<file path="config.mk">
export PLATFORM = sky130hd
export DESIGN_NAME = fstm_ram
export DESIGN_NICKNAME = d
export VERILOG_FILES = /design/src/fstm_ram.sv
export SDC_FILE = /design/constraint.sdc
export NUM_CORES = 2
export LEC_CHECK = 0
export ABC_AREA = 1
export CAP_MARGIN = 10
export CORE_MARGIN = 5
export CORE_UTILIZATION = 30
export DETAILED_ROUTE_END_ITERATION = 10
export DONT_BUFFER_PORTS = 1
export GPL_ROUTABILITY_DRIVEN = 0
export REMOVE_ABC_BUFFERS = 1
export SLEW_MARGIN = 20
export SYNTH_ARGS = -nofsm -noshare
export SYNTH_HDL_FRONTEND = slang
export SYNTH_SLANG_ARGS = --single-unit
</file>
<file path="constraint.sdc">
create_clock -name clk -period 4 [get_ports clk]
set_input_delay 0.2 -clock clk [delete_from_list [all_inputs] [get_ports clk]]
set_output_delay 0.2 -clock clk [all_outputs]
set_load 0.01 [all_outputs]
</file>
<file path="src/fstm_ram.sv">
// Generic single-write, single-read RAM with registered, enabled read.
`default_nettype none

module fstm_ram #(
  parameter int WIDTH = 8,
  parameter int DEPTH = 256
) (
  input  wire logic                     clk,
  input  wire logic                     wr_en,
  input  wire logic [$clog2(DEPTH)-1:0] wr_addr,
  input  wire logic [WIDTH-1:0]         wr_data,
  input  wire logic                     rd_en,
  input  wire logic [$clog2(DEPTH)-1:0] rd_addr,
  output logic [WIDTH-1:0]              rd_data
);

  logic [WIDTH-1:0] mem_r [DEPTH];

  always_ff @(posedge clk) begin
    if (wr_en) begin
      mem_r[wr_addr] <= wr_data;
    end
  end

  // read data holds while rd_en is low
  always_ff @(posedge clk) begin
    if (rd_en) begin
      rd_data <= mem_r[rd_addr];
    end
  end

endmodule

`default_nettype wire

</file>
* Yosys cells after proc, flatten, opt, wreduce, memory -nomap -nowiden
Memory sizes are Yosys's and may differ from the RTL's. A register that Yosys moved wholly into a read port is not among the register bits.
Cells that the tools add are included.
** Cells by class
- Muxes and demuxes :: 2
** Operator list (number)
- $mux W1 :: 2
** Word-level totals
- Register bits after elaboration :: 0
- RAM bits :: 2048
- Input bits :: 27
- Output and inout bits :: 8
- Memories :: 1
** Memory list
- mem_r :: words 256, bits a word 8, rd ports 1, clocked after Yosys merged registers in 1, wr ports 1, RTL line 17 : logic [WIDTH-1:0] mem_r [DEPTH];

* Longest topological paths before layout
- Depth in word-level cells :: 2
- Mapped depth :: 15
- Gate-level depth less buffers :: 11

* Worst setup path before layout
No wires, ideal clock.
- Path kind :: input port to flip-flop
- From :: input port wr_en
- To :: memory mem_r[162][0] (enable)
- Arrival time :: 1.321 ns
- Required time :: 3.630 ns
- Path slack :: 2.309 ns
- Stages :: 4
- Buffers on the path :: 2
- Cells stage by stage :: clkbuf_1 nand3_1 clkbuf_1 nor2_1
** On the way
- Word-level cells in the longest chain between the ends :: 2
** Ends and longest elaborated chain
- start: declaration :: RTL line 9 : input wire logic wr_en,
- $mux W1 :: RTL line 20 : if (wr_en) begin
- $mux W1 (implied by the code) :: RTL line 21 : mem_r[wr_addr] <= wr_data;
- end: declaration :: RTL line 17
No other way between the ends.

==> results by group <==
Outcome
  – Status: completed

Layout
  – Fill count: 27013
  – Area growth from synthesis to layout: 12.0%
  – Share of layout cells above drive strength 1: 0.0531
  – Post-route insts no fill: 10709
  – Fin nets: 6874

Die
  – Core Area: 0.277 sq mm
  – Die height: 538 um
  – Die area: 0.289 sq mm
  – Row Count: 193
  – Starting density of the core: 0.302
  – Die width: 538 um
  – IO Pins: 35

Synth
  – Yosys reg bits: approximately 2100
  – Seq/Total Area, Yosys: 0.740
  – Syn Inst Count: 7003
  – Yosys warns: 0
  – Avg Cell Area, Syn: 11.9 sq um
  – Yosys cell types: 13
  – Mapped Area: around 0.083 sq mm

Routing
  – Top sig layer: met5
  – M1 WL: 96.5 mm
  – DR iter-0 viols: 6371
  – WL/cell: between 20 and 25 um
  – Final WL: 240 mm
  – Routed length on met3: 20.3 mm
  – Routed Antenna Nets: 0
  – Drc violations: 0
  – DR vias/cell: 5.10
  – Pre-antenna DRT Iters: 8
  – Via Count: roughly 55000
  – Length of routed met2 wiring: 113 mm

Place
  – HPWL Detailed: 124 mm
  – PortBufs: 0
  – Inst Count DP: 10302

STA
  – Slew headroom: 0.192
  – Worst slew pin tran: between 1000 and 1500 ps
  – Slew Limit Fails: 0
  – Setup tns final: 0 ps
  – Period utilization: 0.885
  – RSZ-0062 raised after global routing: no
  – Final hold violation count: 0
  – Clk_skew: 33.1 ps
  – Setup violators final: 0
  – Fmax: around 280 MHz
  – Min Tclk post-route: 3540 ps

Worst setup path
  – Worst setup EP type: register
  – Worst path required time: 4610 ps
  – Worst R2R Setup Slack: 970 ps
  – Critical path fanouts, max: 216
  – Reg2reg end: rd_data[3]
  – R2r startpoint: mem_r[215][3]
  – Crit path kind: in -> reg
  – Worst r2r path cells: 12
  – CP arrival: 4150 ps
  – Startpoint types: primary input

Pwr
  – LEAKAGE: 31.4 nW
  – Power Dens Cells: 469 mW/mm^2
  – Max VDD drop: 0.459 mV

Clock tree
  – Root Buffer: clkbuf_16
  – Num CTS Buffers: 193
  – Gates resized, CTS repair: 0
  – CTS sink cnt: 2056
  – Clock-pin slew on the worst setup and hold paths: ~70 ps
  – Clock Latency Late Sink: 850 ps
  – H-tree depth reported by CTS: 4
  – Clk buf depth: 3
  – CTS tree: done

Worst hold path
  – Hold path endpoint: rd_data[1]
  – HP Class: in -> reg
  – Hold_sp: rd_addr[4]
  – WHS Path Cells: 6

GRT
  – Largest net degree at the start of global routing: 1026
  – Initial antenna violation count: 8
  – GRT Util Overall: 0.159
  – Gr ovfl total: 0
  – Global-route wire length before repair: 348 mm
  – Vias in the first global route: 51709

Run
  – Max-Cap Viols: 0
## report_power, final
part / total, W / internal, W / switching, W / leakage, nW
registers: 0.0238 / 0.0238 / 0.0000435 / 18.5
logic: 0.00262 / 0.000659 / 0.00196 / 10.1
clock network: 0.0174 / 0.00940 / 0.00802 / 2.86
## cells in the mapped netlist
cell / number / area, sq um
nand2_1: 2123 / 7970
edfxtp_1: 2056 / 61700
nand3_1: 2019 / 10100
nor2_1: 283 / 1060
buf_2: 268 / 1340
clkbuf_1: 112 / 420
buf_4: 46 / 345
buf_1: 40 / 150
inv_1: 36 / 135
buf_6: 16 / 180
inv_2: 2 / 7.51
buf_8: 1 / 15.0
inv_4: 1 / 6.26
## flip-flops by register name, indices dropped and copies added, names as in the netlist
signal and count:
rd_data 8, mem_r 2048
## how the worst max path moves through the flow
stage / from / end / slack (ps) / cells after the start
detailed placement: rd_addr[0] / rd_data[7] / 700 / 13
global route: rd_addr[0] / rd_data[3] / 240 / 16
CTS: mem_r[215][3] / rd_data[3] / 1040 / 12
finish: rd_addr[1] / rd_data[3] / 460 / 14
floorplan: rd_addr[0] / rd_data[7] / -1920 / 11
global placement: rd_addr[0] / rd_data[7] / 640 / 13
## through the flow
stage	utilization	setup WS, ps	power, W	hold WS [ps]	cell area [sq um]
floorplan	-	-1920	0.0255	299	81000
global placement	0.313	637	0.0261	337	86600
detailed placement	0.313	700	0.0261	338	86600
CTS	0.336	1040	0.0437	1.60	92900
global route	0.338	235	0.0451	4.66	93500
finish	0.338	461	0.0438	56.2	93500
## layout make-up
cell class                      instances  area [sq um]  share of cell area
Sequential cell                      2056         61700               0.660
Multi-Input combinational cell       4425         19200               0.205
Clock buffer                          235          4990              0.0533
Tap cell                             3705          4640              0.0496
Timing Repair Buffer                  132          1950              0.0208
Clock inverter                        106           855             0.00914
Inverter                               39           180             0.00193
Antenna cell                           11          27.5            0.000294
## worst max-delay path: stages
cell	delay, ps
buf_16	420
inv_8	460
buf_4	480
nand3_1	130
nand3_1	110
nand3_1	110
nand3_1	280
nand3_1	250
nand3_1	160
dlygate4sd3_1	560
nand2_1	60
nand2_1	70
nand2_1	60
dlygate4sd3_1	550
## kinds of logic after synthesis
logic type             after synthesis  synth area share
and+or+nand+nor                   4425             0.229
buffers and inverters              522            0.0312
DFF                               2056             0.740
## placed cells by master, fill, tap and decap left out
| cell | synthesis | routed |
|---|---|---|
| edfxtp_1 | 2056 | 2056 |
| clkinv_1 | 0 | 47 |
| nand2_4 | 0 | 1 |
| inv_6 | 0 | 7 |
| clkinvlp_4 | 0 | 2 |
| clkinv_2 | 0 | 31 |
| clkbuf_1 | 112 | 42 |
| buf_16 | 0 | 24 |
| clkinv_4 | 0 | 2 |
| inv_2 | 2 | 1 |
| bufinv_16 | 0 | 8 |
| clkinv_8 | 0 | 3 |
| nand3_1 | 2019 | 2019 |
| buf_4 | 46 | 52 |
| diode_2 | 0 | 11 |
| inv_8 | 0 | 2 |
| inv_16 | 0 | 5 |
| nand2_2 | 0 | 5 |
| dlygate4sd3_1 | 0 | 25 |
| nor2_2 | 0 | 1 |
| inv_1 | 36 | 34 |
| clkinv_16 | 0 | 2 |
| clkbuf_16 | 0 | 198 |
| nor2_1 | 283 | 282 |
| nand2_1 | 2123 | 2117 |
| buf_12 | 0 | 26 |
| inv_4 | 1 | 1 |
## routing by layer
metal / vias to the layer above / track usage
met5: - / 0
met4: 4 / 0.0668
met3: 467 / 0.0323
met2: 2507 / 0.256
met1: 27074 / 0.209
li1: 24541 / -
## repair_timing
| action | 4_1_cts | 5_1_grt |
|---|---|---|
| setup buffers | 0 | 0 |
| endpoints found under the hold margin | 2096 | 657 |
| hold buffers | 26 | 8 |
| setup endpoints to repair | 0 | 8 |
Note: power is estimated with default switching activity, not from simulation.
